$ cat config.mk
export PLATFORM = sky130hd
export DESIGN_NAME = path_name_validator_unit
export DESIGN_NICKNAME = d
export VERILOG_FILES = /design/src/hw/rtl/pnv_pkg.sv /design/src/hw/rtl/path_name_validator_unit.sv /design/src/hw/rtl/pnv_reserved.sv /design/src/hw/rtl/pnv_state.sv
export SDC_FILE = /design/constraint.sdc
export NUM_CORES = 1
export LEC_CHECK = 0
export ABC_AREA = 1
export ABC_CLOCK_PERIOD_IN_PS = 6330
export BUFFER_PORTS_ARGS = -buffer_cell sky130_fd_sc_hd__clkbuf_2
export CAP_MARGIN = 0
export CORE_MARGIN = 2
export CORE_UTILIZATION = 55
export CTS_CLUSTER_DIAMETER = 120
export CTS_CLUSTER_SIZE = 40
export DETAILED_ROUTE_END_ITERATION = 7
export PLACE_DENSITY = 0.72
export SLEW_MARGIN = 20
export SYNTH_ARGS = -nofsm -noshare
export SYNTH_HDL_FRONTEND = slang
export SYNTH_SLANG_ARGS = --single-unit
$ cat constraint.sdc
create_clock -name clk -period 6.33 [get_ports clk]
set_clock_uncertainty 0.15 [all_clocks]
set_input_delay 0.633 -clock clk [delete_from_list [all_inputs] [get_ports clk]]
set_output_delay 0.633 -clock clk [all_outputs]
set_load 0.005 [all_outputs]
$ cat src/hw/rtl/pnv_pkg.sv
package pnv_pkg;

  localparam int CAPACITY = 64;
  localparam int POS_W = $clog2(CAPACITY + 1);
  localparam int LEN_W = 7;
  localparam int LEN_SAT = 127;
  localparam int STEM_DEPTH = 7;
  localparam int IDX_W = $clog2(STEM_DEPTH);

  localparam logic [7:0] CH_NUL = 8'h00;
  localparam logic [7:0] CH_SPACE = 8'h20;
  localparam logic [7:0] CH_DEL = 8'h7F;
  localparam logic [7:0] CH_DOT = 8'h2E;
  localparam logic [7:0] CH_SLASH = 8'h2F;
  localparam logic [7:0] CH_BSLASH = 8'h5C;
  localparam logic [7:0] CH_UTF8_LEAD = 8'hC2;
  localparam logic [7:0] CH_SUP1 = 8'hB9;
  localparam logic [7:0] CH_SUP2 = 8'hB2;
  localparam logic [7:0] CH_SUP3 = 8'hB3;

  typedef logic [STEM_DEPTH-1:0][7:0] stem_t;

  typedef struct packed {
    logic [LEN_W-1:0] len;
    logic [7:0]       head0;
    logic [7:0]       head1;
    logic [7:0]       prev;
    logic             dot_seen;
    logic [LEN_W-1:0] trim_len;
    stem_t            stem;
  } comp_state_t;

  function automatic logic [7:0] upper_ascii(input logic [7:0] c);
    return (c >= 8'h61 && c <= 8'h7A) ? c - 8'h20 : c;
  endfunction

  function automatic logic superscript(input logic [7:0] c);
    return c == CH_SUP1 || c == CH_SUP2 || c == CH_SUP3;
  endfunction

endpackage

$ cat src/hw/rtl/path_name_validator_unit.sv
// A name byte is registered on acceptance and processed from that register; the
// verdict of a terminator is captured in the output register as it is processed.
// Throughput: one byte per cycle, set by the update of the running state, except that
// a terminator waits behind a held verdict; the output register lets other bytes in.
// Reset (rst, synchronous, active high) clears all running state and both valid flags.
module path_name_validator_unit import pnv_pkg::*; (
  input  logic       clk,
  input  logic       rst,
  input  logic       s_axis_tvalid,
  output logic       s_axis_tready,
  input  logic [7:0] s_axis_tdata,   // [7:0] name_byte
  output logic       m_axis_tvalid,
  input  logic       m_axis_tready,
  output logic [7:0] m_axis_tdata    // [0] name_valid, [7:1] zero
);

  logic       in_valid;
  logic [7:0] in_byte;
  logic       fire;
  logic       verdict;
  logic       out_valid;
  logic       out_bit;

  // A terminator can only be processed when the output register is free or draining.
  assign fire = in_valid && (in_byte != CH_NUL || !out_valid || m_axis_tready);
  assign s_axis_tready = !in_valid || fire;

  pnv_state u_state (
    .clk       (clk),
    .rst       (rst),
    .fire      (fire),
    .name_byte (in_byte),
    .verdict   (verdict)
  );

  always_ff @(posedge clk) begin
    if (rst) begin
      in_valid <= 1'b0;
    end else if (s_axis_tready) begin
      in_valid <= s_axis_tvalid;
    end
  end

  always_ff @(posedge clk) begin
    if (s_axis_tready && s_axis_tvalid) begin
      in_byte <= s_axis_tdata;
    end
  end

  always_ff @(posedge clk) begin
    if (rst) begin
      out_valid <= 1'b0;
    end else if (fire && in_byte == CH_NUL) begin
      out_valid <= 1'b1;
    end else if (m_axis_tready) begin
      out_valid <= 1'b0;
    end
  end

  always_ff @(posedge clk) begin
    if (fire && in_byte == CH_NUL) begin
      out_bit <= verdict;
    end
  end

  assign m_axis_tvalid = out_valid;
  assign m_axis_tdata = {7'b0, out_bit};

  a_result_from_end: assert property (@(posedge clk) disable iff (rst)
    $rose(out_valid) |-> $past(fire && in_byte == CH_NUL))
    else $error("verdict without a terminator transaction");

  a_no_overwrite: assert property (@(posedge clk) disable iff (rst)
    out_valid && !m_axis_tready |-> !(fire && in_byte == CH_NUL))
    else $error("terminator processed over a waiting verdict");

  a_hold_stalled: assert property (@(posedge clk) disable iff (rst)
    in_valid && !fire |=> in_valid && $stable(in_byte))
    else $error("held byte lost while stalled");

endmodule

$ cat src/hw/rtl/pnv_reserved.sv
module pnv_reserved import pnv_pkg::*; (
  input  comp_state_t comp,
  output logic        reserved
);

  localparam stem_t WORD_CON = {8'h00, 8'h00, 8'h00, 8'h00, "N", "O", "C"};
  localparam stem_t WORD_PRN = {8'h00, 8'h00, 8'h00, 8'h00, "N", "R", "P"};
  localparam stem_t WORD_AUX = {8'h00, 8'h00, 8'h00, 8'h00, "X", "U", "A"};
  localparam stem_t WORD_NUL = {8'h00, 8'h00, 8'h00, 8'h00, "L", "U", "N"};
  localparam stem_t WORD_CONIN = {8'h00, "$", "N", "I", "N", "O", "C"};
  localparam stem_t WORD_CONOUT = {"$", "T", "U", "O", "N", "O", "C"};
  localparam stem_t WORD_CLOCK = {8'h00, "$", "K", "C", "O", "L", "C"};

  function automatic logic word_hit(input stem_t s, input logic [LEN_W-1:0] tlen,
                                    input stem_t w, input int n);
    logic hit;
    hit = (tlen == LEN_W'(n));
    for (int i = 0; i < STEM_DEPTH; i++) begin
      if (i < n && upper_ascii(s[i]) != w[i]) hit = 1'b0;
    end
    return hit;
  endfunction

  logic       word_match;
  logic [7:0] a, b, c, d;
  logic       port_prefix;
  logic       port_match;

  always_comb begin
    word_match = word_hit(comp.stem, comp.trim_len, WORD_CON, 3) ||
                 word_hit(comp.stem, comp.trim_len, WORD_PRN, 3) ||
                 word_hit(comp.stem, comp.trim_len, WORD_AUX, 3) ||
                 word_hit(comp.stem, comp.trim_len, WORD_NUL, 3) ||
                 word_hit(comp.stem, comp.trim_len, WORD_CONIN, 6) ||
                 word_hit(comp.stem, comp.trim_len, WORD_CONOUT, 7) ||
                 word_hit(comp.stem, comp.trim_len, WORD_CLOCK, 6);
    a = upper_ascii(comp.stem[0]);
    b = upper_ascii(comp.stem[1]);
    c = upper_ascii(comp.stem[2]);
    d = comp.stem[3];
    port_prefix = (a == "C" && b == "O" && c == "M") || (a == "L" && b == "P" && c == "T");
    // A port number is one digit from 1 to 9, a Latin-1 superscript, or its two-byte UTF-8 form.
    port_match = 1'b0;
    if (comp.trim_len == LEN_W'(4)) begin
      port_match = (d >= "1" && d <= "9") || superscript(d);
    end else if (comp.trim_len == LEN_W'(5)) begin
      port_match = d == CH_UTF8_LEAD && superscript(comp.stem[4]);
    end
    reserved = word_match || (port_prefix && port_match);
  end

endmodule

$ cat src/hw/rtl/pnv_state.sv
module pnv_state import pnv_pkg::*; (
  input  logic       clk,
  input  logic       rst,
  input  logic       fire,
  input  logic [7:0] name_byte,
  output logic       verdict
);

  logic             failed, failed_next;
  logic [POS_W-1:0] position, position_next;
  comp_state_t      comp, comp_next;
  logic             reserved;
  logic             comp_bad;
  logic             is_sep;
  logic             is_illegal;
  logic             is_end;

  pnv_reserved u_reserved (
    .comp     (comp),
    .reserved (reserved)
  );

  always_comb begin
    comp_bad = comp.len == '0 ||
               (comp.len == LEN_W'(1) && comp.head0 == CH_DOT) ||
               (comp.len == LEN_W'(2) && comp.head0 == CH_DOT && comp.head1 == CH_DOT) ||
               comp.prev == CH_DOT || comp.prev == CH_SPACE || reserved;
    verdict = !failed && !comp_bad;
  end

  always_comb begin
    is_end = name_byte == CH_NUL;
    is_sep = name_byte == CH_SLASH || name_byte == CH_BSLASH;
    is_illegal = name_byte < CH_SPACE || name_byte == CH_DEL || name_byte == ":" ||
                 name_byte == "\"" || name_byte == "<" || name_byte == ">" ||
                 name_byte == "|" || name_byte == "?" || name_byte == "*";

    failed_next = failed;
    position_next = position;
    comp_next = comp;
    if (fire) begin
      if (is_end) begin
        failed_next = 1'b0;
        position_next = '0;
        comp_next = '0;
      end else begin
        if (position >= POS_W'(CAPACITY - 1)) failed_next = 1'b1;
        if (position < POS_W'(CAPACITY)) position_next = position + 1'b1;
        if (is_illegal) failed_next = 1'b1;
        if (is_sep) begin
          if (comp_bad) failed_next = 1'b1;
          comp_next = '0;
        end else begin
          if (comp.len == LEN_W'(0)) comp_next.head0 = name_byte;
          if (comp.len == LEN_W'(1)) comp_next.head1 = name_byte;
          if (name_byte == CH_DOT) begin
            comp_next.dot_seen = 1'b1;
          end else if (!comp.dot_seen) begin
            if (comp.len < LEN_W'(STEM_DEPTH)) comp_next.stem[comp.len[IDX_W-1:0]] = name_byte;
            if (name_byte != CH_SPACE) begin
              comp_next.trim_len = (comp.len < LEN_W'(LEN_SAT)) ? comp.len + 1'b1 : comp.len;
            end
          end
          if (comp.len < LEN_W'(LEN_SAT)) comp_next.len = comp.len + 1'b1;
        end
        comp_next.prev = name_byte;
      end
    end
  end

  always_ff @(posedge clk) begin
    if (rst) begin
      failed <= 1'b0;
      position <= '0;
      comp <= '0;
    end else begin
      failed <= failed_next;
      position <= position_next;
      comp <= comp_next;
    end
  end

  a_clear_after_end: assert property (@(posedge clk) disable iff (rst)
    fire && name_byte == CH_NUL |=> !failed && position == '0 && comp.len == '0)
    else $error("state not cleared after terminator");

  a_failed_sticky: assert property (@(posedge clk) disable iff (rst)
    failed && !(fire && name_byte == CH_NUL) |=> failed)
    else $error("failure flag dropped before terminator");

  a_position_bound: assert property (@(posedge clk) disable iff (rst)
    position <= POS_W'(CAPACITY))
    else $error("name position beyond capacity");

  a_trim_bound: assert property (@(posedge clk) disable iff (rst)
    comp.trim_len <= comp.len)
    else $error("trimmed stem longer than component");

endmodule
Word-level counts from Yosys, hierarchy flattened
Index checks and enable logic that the tools add are counted.
Widths: inputs -> output; s select.
{ "word_totals": {"input_bits": 12, "mem_bits_rw": 0, "romBits": 0, "out_inout_bits": 10, "latchBits": 0, "memories": 0, "reg_bits": 114} }
{ "op_classes": {"reduce_logical": 72, "n_eq_ne": 59, "bitwise_logic": 0, "muxes": 62, "magnitude_cmp": 23, "shifts": 0, "add_sub_neg": 9, "n_div": 0, "multipliers": 0} }
{ "ops": {"columns": ["cell", "n"], "rows": [
  ["$ne 8x7->1 const B", 19],
  ["$mux 63", 2],
  ["$eq 8x6->1 const B", 12],
  ["$mux 95", 1],
  ["$mux 8", 10],
  ["$eq 8x7->1 const B", 9],
  ["$mux 64", 1],
  ["$bwmux 56", 1],
  ["$eq 8x8->1 const B", 7],
  ["$ge 8x7->1 const B", 7],
  ["$le 8x7->1 const B", 7],
  ["$mux 56", 1],
  ["$sub 8x6->8 const B", 7],
  ["$mux 1", 40],
  ["$logic_or 1x1->1", 30],
  ["$eq 7x3->1 const B", 4],
  ["$mux 7", 4],
  ["$demux 8 s3", 1],
  ["$ne 8x6->1 const B", 3],
  ["$mux 23", 1],
  ["$logic_and 1x1->1", 22],
  ["$reduce_bool 3->1", 5],
  ["$add 7x1->7 const B", 2],
  ["$eq 7x2->1 const B", 2],
  ["other kinds (18)", 27]
]} }

Longest topological paths before layout
Gate-level depths: netlist of run 1.
{ "depth": {"depth_word": 18, "mapped_depth": 18} }

Modules after synthesis
From an unflattened synthesis of run 1, not the netlist that was laid out.
{ "hier_totals": {"cells_unflattened": 921, "hier_area_um2": 6179.7} }
{ "by_module_without_submodules": {"columns": ["module", "cells_each", "instances", "area_per_inst_um2"], "rows": [
  ["pnv_state", 612, 1, 4481.8],
  ["pnv_reserved", 270, 1, 1229.9],
  ["path_name_validator_unit", 39, 1, 467.9]
]} }

Worst setup path before layout of run 1
No wires, ideal clock.
{ "synth_path": {"path_type": "register to register", "startpoint": "reg in_byte[0]", "endpoint": "reg u_state.position[4]", "t_required_ns": 6.060, "slack_ns": 4.126, "arrival_ns": 1.933, "setup_ns": 0.120, "stages_incl_launch_ff": 15, "path_cell_list": "edfxtp_1 inv_2 nand4_2 nor4_4 nand3_1 nand2_2 inv_2 nand2_1 inv_2 nor2_2 inv_1 nand3_1 inv_1 a21oi_1 nor3_1"} }
{ "synth_between": {"elab_chain_cells": 5} }
{ "synth_lines": {"columns": ["item", "line", "source"], "rows": [
  ["start: declaration", "path_name_validator_unit.sv:18", "logic [7:0] in_byte;"],
  ["start signal: assignment", "path_name_validator_unit.sv:46", "in_byte <= s_axis_tdata;"],
  ["$reduce_bool 8->1", "path_name_validator_unit.sv:25", "assign fire = in_valid && (in_byte != CH_NUL || !out_valid || m_axis_tready);"],
  ["$logic_or 1x1->1 (2 in a row)", "path_name_validator_unit.sv:25", null],
  ["$logic_and 1x1->1", "path_name_validator_unit.sv:25", null],
  ["$reduce_and 2->1 (no line)", null, null],
  ["end signal: assignment", "pnv_state.sv:78", "position <= position_next;"],
  ["end: declaration", "pnv_state.sv:10", "logic [POS_W-1:0] position, position_next;"]
]} }
Several ways; a longest one is shown, not always the timed one.
A chain may end at the register's enable or synchronous reset.

Final worst setup path of run 1
{ "layout_path": {"startpoint": "reg in_byte[7]", "endpoint": "reg, netlist name u_state.comp[31]"} }
{ "layout_between": {"elab_chain_cells": 6} }
{ "layout_lines": {"columns": ["item", "line", "source"], "rows": [
  ["$bwmux 56", "pnv_state.sv:59", "if (comp.len < LEN_W'(STEM_DEPTH)) comp_next.stem[comp.len[IDX_W-1:0]] = name_byte;"],
  ["$mux 56", "pnv_state.sv:59", null],
  ["$mux 63", "pnv_state.sv:58", "end else if (!comp.dot_seen) begin"],
  ["$mux 63", "pnv_state.sv:56", "if (name_byte == CH_DOT) begin"],
  ["$mux 64", "pnv_state.sv:50", "if (is_sep) begin"],
  ["$mux 95", "pnv_state.sv:42", "if (is_end) begin"]
]} }
Several ways; a longest one is shown, not always the timed one. The select of a mux whose other input is x is not followed.

==> summary.txt, run 1 <==
Global route
  • Maximum number of pins on one net before global-route repair: 84
  • Overall Global Routing Usage: 28.4%
  • GRT Residual Overflow: 0
  • Initial antenna violation count: 0
  • Global-route wire length before repair: 25500 µm
  • Vias in the first global route: 5366

Setup path
  • Critical Path Fanout Max: 14
  • Endpoint class of the critical path: register
  • CP startpoint kind: register
  • CP Data Required Time: 6.63 ns
  • Setup CP Type: reg -> reg
  • Data arrival time at the worst-slack endpoint: 3.50 ns

Synthesis
  • Register area share after synthesis: 40.3%
  • Number of distinct standard cells referenced by the synthesized netlist: 41
  • Yosys top cell by area: dfxtp_1
  • Cells after synthesis: 866
  • Mapped Area: 5890 µm²
  • Multiplexer area fraction after synthesis: 0%
  • Fraction of synthesized cell area in xor and xnor cells: 0.149%
  • Dominant combinational cell family by area after synthesis: simple AND/OR/NAND/NOR gates
  • Biggest area contributors in the synthesized netlist: dfxtp_1 36%, nand2_1 15%, a21oi_1 8.9%
  • Synth Area in Simple Gates: 33.8%
  • Yosys warnings: 0
  • Post-synthesis adder-cell area fraction: 2.34%
  • Number of synthesized flops with an enable pin: 9
  • Share of the synthesized area in the top cell type: 35.7%
  • Average cell area after synthesis: 6.80 µm²
  • Async S/R FF share, synth: 0%
  • Post-synthesis sequential element count: 114
  • List of most frequent post-synthesis cells: 242 x nand2_1, 105 x a21oi_1, 105 x dfxtp_1
  • Fraction of the mapped netlist area in compound gates: 14.5%
  • Most instantiated flip-flop cell in the synthesis netlist: dfxtp_1
  • Most frequent cell after synthesis: nand2_1

Floorplanning
  • Die height: 107 µm
  • Effective utilization at floorplan: 56.8%
  • Number of placed I/O pins: 22
  • Die span in x: 107 µm
  • Die area: 11500 µm²
  • Site Rows: 37
  • Core box area: 10400 µm²

Power and ir drop
  • Worst supply voltage drop on vdd: 0.241 mV
  • Combinational power share: 7.4%
  • Power spent charging and discharging nets: 450 µW
  • Final total power: 1840 µW
  • Clock power share: 50.5%
  • Total leakage power: 0.00254 µW
  • Power per unit of standard cell area: 276 nW/µm²
  • Internal power consumption: 1390 µW
  • Sequential group share of total power: 42.1%
  • Switching power as a share of total power: 24.5%

Clock tree
  • Cell chosen for the clock root: clkbuf_8
  • Post_cts resized: 0
  • Num CTS Buffers: 17
  • Post-CTS clock slew at the launch and capture registers of the worst setup and hold paths: 0.06 ns
  • Number of hold buffers added after CTS: 0
  • Clock network latency to the later pin of the worst-skew pair: 0.53 ns
  • Num Clock Sinks: 114
  • Buffers from clock root to sink, at most: 2
  • Number of H-tree levels: 4
  • Post-CTS Setup Repair Bufs: 0
  • CTS tree: yes

STA
  • Setup TNS: 0 ns
  • Relative slew margins: 31.3%
  • Setup Viol. Count Final: 0
  • Total count of hold-check failures in the final report: 0
  • Setup repair after global routing missed its margin: false
  • Minimum clock period: 3.20 ns
  • Crit path setup slack, layout: 3.13 ns
  • Slew at the pin with the worst max-slew slack: 1.02 ns
  • Total count of max-transition violations in the final report: 0
  • Highest Clock Rate: 313 MHz
  • Period Utilization, post-route: 50.5%
  • Min Hold Slack: 0.124 ns

Flow run
  • Max-capacitance violation count: 0

Outcome
  • Outcome: complete, no violations

Layout
  • Number of nets in the final layout: 907
  • Final cell count without fillers: 1032
  • Diode insertion count for antenna repair: 0
  • Area delta synth->final: 12.8%
  • Number of fill cells in the layout: 939
  • Fraction of final layout cells with drive strength greater than 1: 9.49%

Min path
  • Type of the most critical hold path: in -> reg

Placement
  • Cell Count Post-Placement: 1001
  • Pre-CTS setup slack: 3.23 ns
  • Total half-perimeter wirelength after legalization and detailed placement: 10900 µm
  • RD Place Congestion: 0.902
  • Number of port buffers: 14

Drt
  • Count of nets left with antenna violations after detail routing: 0
  • Average wire length per cell after detail routing: 15.0 µm
  • Length of the first detailed-routing pass in iterations: 5
  • DRT Wirelength: 15400 µm
  • DR vias: 5683
  • Iteration-0 DRC count of the detailed router: 414
  • Per-cell via count in the routed design: 5.51
  • Number of remaining DRC errors: 0
-- worst paths after layout --
check	start	end	slack [ns]	cells past startpoint
worst max-delay path	in_byte[7]$_DFFE_PP_	u_state.comp[31]$_SDFFE_PP0P_	3.13	13
worst min register to register	u_state.comp[71]$_SDFFE_PP0P_	u_state.comp[71]$_SDFFE_PP0P_	0.31	2
worst max register to register	in_byte[7]$_DFFE_PP_	u_state.comp[31]$_SDFFE_PP0P_	3.13	13
worst min-delay path	s_axis_tdata[5]	in_byte[5]$_DFFE_PP_	0.12	1
-- metrics by stage --
step	instance area [µm²]	util, %
CTS	6640	64.0
global route	6640	64.0
global placement	6060	58.4
detailed placement	6060	58.4
floorplan	5910	-
finish	6640	64.0
-- cells in the final DEF, fill, tap and decap left out, drive strengths merged, types with 9 or more instances in the layout --
master  instances
nand2         244
a21oi         105
dfxtp         105
nor2          105
inv           102
nand3          39
o21ai          36
clkbuf         36
nor3           27
nand4          22
ha             11
edfxtp          9
-- cell type report --
| cell class | count | area (µm²) | share of cell area [%] |
|---|---|---|---|
| Multi-Input combinational cell | 629 | 3020 | 45.5 |
| Tap cell | 136 | 170 | 2.56 |
| Inverter | 103 | 389 | 5.86 |
| Clock buffer | 22 | 473 | 7.12 |
| Sequential cell | 114 | 2370 | 35.7 |
| Clock inverter | 9 | 106 | 1.60 |
| Timing Repair Buffer | 19 | 108 | 1.62 |
-- flip-flops by register name, indices dropped and copies added, names as in the netlist --
signal	count
u_state.comp	95
in_byte	8
u_state.position	7
u_state.failed	1
m_axis_tvalid	1
in_valid	1
out_bit	1
-- routing by layer --
metal,global-route usage [%],vias to the layer above,wire length (µm)
met5,0,-,0
met4,14.8,0,509
met3,5.87,42,908
met2,47.5,194,7450
met1,34.5,2587,6570
li1,-,2860,-
-- power by group through the flow --
stage               Sequential [µW]  Clock [µW]  Combinational, µW
floorplan                       778           0                102
global placement                785           0                130
detailed placement              787           0                133
CTS                             772         938                134
global route                    775         969                152
finish                          773         928                135
-- worst max-delay path, cell delays in order (launching register included) --
cell      delay [ns]
edfxtp_1        0.50
inv_2           0.11
nand2_1         0.07
nor3_1          0.22
nand2_1         0.09
nand2_1         0.51
nor2_2          0.21
nor2_4          0.23
inv_2           0.07
nand2_4         0.17
inv_4           0.09
nor2_2          0.43
nand2_1         0.12
a21oi_1         0.14
-- logic make-up after synthesis --
logic type / after synthesis
flip-flops: 114
XOR/XNOR: 1
buffers and inverters: 129
AO/OA/AOI/OAI: 157
other: 1
AND/OR/NAND/NOR: 453
adder cells (fa/ha/maj): 11
Power figures use the tool's default switching activity.
==> run 2, diff against run 1 <==
Settings changed: ABC_CLOCK_PERIOD_IN_PS 6330 to 2900, PLACE_DENSITY 0.72 to 0.75.
Clock period 6.33 ns to 2.9 ns, I/O delays scaled along.
==> run 2 against run 1 <==
Compared with the run above:
- flip-flop and latch count did not move
- die area unchanged
- hold slack gained 0.11 ns
- critical path type unchanged
- critical endpoint unchanged
- largest cell class unchanged
- highest routed layer unchanged
==> summary.txt, run 2 (synthesis gave the netlist of run 1 again) <==
Outcome
  • Outcome: complete, no violations

Layout
  • Fraction of final layout cells with drive strength greater than 1: 10.4% (+0.88 points)
  • Register with the most flip-flops: u_state.comp
  • Largest register FFs: 95 (unchanged)
  • Number of nets in the final layout: 926 (+2.1%)
  • Number of fill cells in the layout: 879 (-6.4%)
  • Diode insertion count for antenna repair: 0 (unchanged)
  • Multi-input gate area in the final layout: 3020 µm² (about the same)
  • Final cell count without fillers: 1052 (+1.9%)
  • Highest-count cells in the layout ignoring fill and taps: 242 x nand2_1, 105 x a21oi_1, 105 x dfxtp_1
  • Core utilization of the finished layout: 65.9% (+1.9 points)
  • Register area: 2370 µm² (unchanged)
  • Registers with the most flip-flops: u_state.comp: 95 flops, in_byte: 8 flops, u_state.position: 7 flops
  • Area delta synth->final: 16.2%
  • Most frequent standard cell in the layout excluding fill and tap cells: nand2_1

Drt
  • Number of remaining DRC errors: 0 (unchanged)
  • DR vias: 5857 (+3.1%)
  • Count of nets left with antenna violations after detail routing: 0 (unchanged)
  • DRT Wirelength: 15900 µm (+2.9%)
  • Per-cell via count in the routed design: 5.57 (+1.1%)
  • Length of the first detailed-routing pass in iterations: 7 (+2)
  • Average wire length per cell after detail routing: 15.1 µm (+0.95%)
  • Iteration-0 DRC count of the detailed router: 508 (+23%)

Floorplanning
  • Die span in x: 107 µm (unchanged)
  • Effective utilization at floorplan: 56.8% (unchanged)
  • Core box area: 10400 µm² (unchanged)
  • Number of placed I/O pins: 22 (unchanged)
  • Die height: 107 µm (unchanged)
  • Die area: 11500 µm² (unchanged)
  • Site Rows: 37 (unchanged)

STA
  • Setup repair after global routing missed its margin: false
  • Total count of hold-check failures in the final report: 0 (unchanged)
  • Setup TNS: 0 ns (unchanged)
  • Period Utilization, post-route: 92.5% (+42 points)
  • Setup Viol. Count Final: 0 (unchanged)
  • Minimum clock period: 2.68 ns (-0.514 ns)
  • Total count of max-transition violations in the final report: 0 (unchanged)
  • Slew at the pin with the worst max-slew slack: 0.907 ns (-0.115 ns)
  • Highest Clock Rate: 373 MHz (+19%)
  • Relative slew margins: 39.5% (+8.2 points)

Setup path
  • Peak per-stage delay on the critical path: 0.43 ns (-0.08 ns)
  • Data arrival time at the worst-slack endpoint: 2.97 ns (-0.53 ns)
  • Cell with the largest stage delay on the worst path: edfxtp_1
  • Number of cell instances on the worst register-to-register path: 14 (+1)
  • Dominant delay contributor by cell family on the critical path: simple AND/OR/NAND/NOR gates
  • Launch point of the worst reg-to-reg path: in_byte[7]$_DFFE_PP_
  • Cell chain of the critical path: buf_4 > inv_2 > nand2_1 > nor3_1 > nand2_1 > nand2_1 > nor2_2 > nor2_4 > inv_2 > nand2_4 > inv_4 > nor2_2 > nand2_1 > a21oi_1
  • Internal reg-to-reg setup slack: 0.22 ns (-2.92 ns)
  • Cell seen most often among critical-path stages: nand2_1
  • Setup CP Type: reg -> reg
  • Endpoint class of the critical path: register
  • Critical Path Fanout Max: 8 (-6)
  • CP Buf/Inv Count: 4 (+1)
  • CP startpoint kind: register
  • CP Data Required Time: 3.18 ns (-3.45 ns)
  • Endpoint of the most critical register-to-register path: u_state.comp[31]$_SDFFE_PP0P_

Power and ir drop
  • Power spent charging and discharging nets: 1020 µW (+130%)
  • Combinational power share: 7.8% (+0.4 points)
  • Internal power consumption: 3080 µW (+120%)
  • Sequential group share of total power: 41.1% (-1.0 points)
  • Switching power as a share of total power: 24.9% (+0.38 points)
  • Worst supply voltage drop on vdd: 0.640 mV (+170%)
  • Power per unit of standard cell area: 601 nW/µm² (+120%)
  • Total leakage power: 0.00264 µW (+3.7%)
  • Clock power share: 51.1% (+0.6 points)

Global route
  • Maximum number of pins on one net before global-route repair: 84 (unchanged)
  • GRT Residual Overflow: 0 (unchanged)
  • Overall Global Routing Usage: 28.5% (+0.12 points)
  • Global-route wire length before repair: 25700 µm (+0.95%)
  • Vias in the first global route: 5423 (+1.1%)
  • Initial antenna violation count: 0 (unchanged)

Min path
  • Type of the most critical hold path: in -> reg
  • Hold Crit Endpoint: u_state.comp[92]$_SDFFE_PP0P_
  • Worst hold path cell count: 4 (+3)
  • Hold path startpoint: rst

Clock tree
  • Clock network latency to the later pin of the worst-skew pair: 0.52 ns (about the same)
  • Num Clock Sinks: 114 (unchanged)
  • Cell chosen for the clock root: clkbuf_8
  • Buffers from clock root to sink, at most: 2 (unchanged)
  • Num CTS Buffers: 17 (unchanged)
  • Post-CTS clock slew at the launch and capture registers of the worst setup and hold paths: 0.06 ns (about the same)
  • CTS tree: yes
  • Number of H-tree levels: 4 (unchanged)

Flow run
  • Max-capacitance violation count: 0 (unchanged)

Placement
  • Number of port buffers: 14 (unchanged)
  • Total half-perimeter wirelength after legalization and detailed placement: 10800 µm (-0.12%)
  • Cell Count Post-Placement: 1008 (+0.70%)
  • RD Place Congestion: 0.955 (+5.9%)
run 2: per-layer routing:
| metal | wire length (µm) | global-route usage (%) |
|---|---|---|
| met5 | 0 | 0 |
| met1 | 6650 | 34.4 |
| met4 | 533 | 12.7 |
| met3 | 916 | 5.93 |
| met2 | 7780 | 49.0 |
run 2: timing repair:
action / in CTS / in global routing
resized for setup: 0 / 3
endpoints found under the hold margin: 10 / 0
endpoints found under the setup margin: 0 / 8
hold buffers: 10 / 0
setup buffers: 0 / 2
run 2: worst max path at each step:
stage / start / to / slack [ns] / cells past startpoint
global placement: in_byte[7]$_DFFE_PP_ / u_state.comp[44]$_SDFFE_PP0P_ / 0.25 / 11
finish: in_byte[7]$_DFFE_PP_ / u_state.comp[31]$_SDFFE_PP0P_ / 0.22 / 14
CTS: in_byte[7]$_DFFE_PP_ / u_state.comp[52]$_SDFFE_PP0P_ / 0.15 / 11
detailed placement: in_byte[7]$_DFFE_PP_ / u_state.comp[52]$_SDFFE_PP0P_ / 0.17 / 11
global route: in_byte[0]$_DFFE_PP_ / u_state.position[4]$_SDFFE_PP0P_ / 0.04 / 15
floorplan: in_byte[0]$_DFFE_PP_ / u_state.position[4]$_SDFFE_PP0P_ / 0.70 / 14
run 2: layout make-up:
cell class	instances	area share, %
clock buffer	22	7.08
clock inverter	10	1.79
inverter	103	5.73
multi-input combinational	629	44.2
sequential	114	34.7
tap	136	2.49
timing repair buffer	38	4.03
run 2: per-stage QoR:
stage          worst slack [ns]  total power [µW]  cell area [µm²]  hold slack [ns]
2_1_floorplan             0.696              1920             5910            0.239
3_3_place_gp              0.250              2010             6110            0.299
3_5_place_dp              0.173              2010             6110            0.304
4_1_cts                   0.155              4110             6820            0.219
5_1_grt                  0.0438              4230             6840            0.253
6_report                  0.219              4110             6840            0.237
run 2: worst reg2reg max path, cell delays in order (launching register included):
cell and delay [ns]:
edfxtp_1 0.43, buf_4 0.17, inv_2 0.07, nand2_1 0.07
nor3_1 0.26, nand2_1 0.10, nand2_1 0.12, nor2_2 0.11
nor2_4 0.21, inv_2 0.06, nand2_4 0.15, inv_4 0.09
nor2_2 0.34, nand2_1 0.12, a21oi_1 0.15
run 2: power by group through the flow:
stage	logic, µW	clock network (µW)	registers (µW)
after global routing	353	2190	1690
after floorplan	223	0	1700
after CTS	310	2110	1690
after detailed placement	295	0	1720
final	322	2100	1690
after global placement	290	0	1720
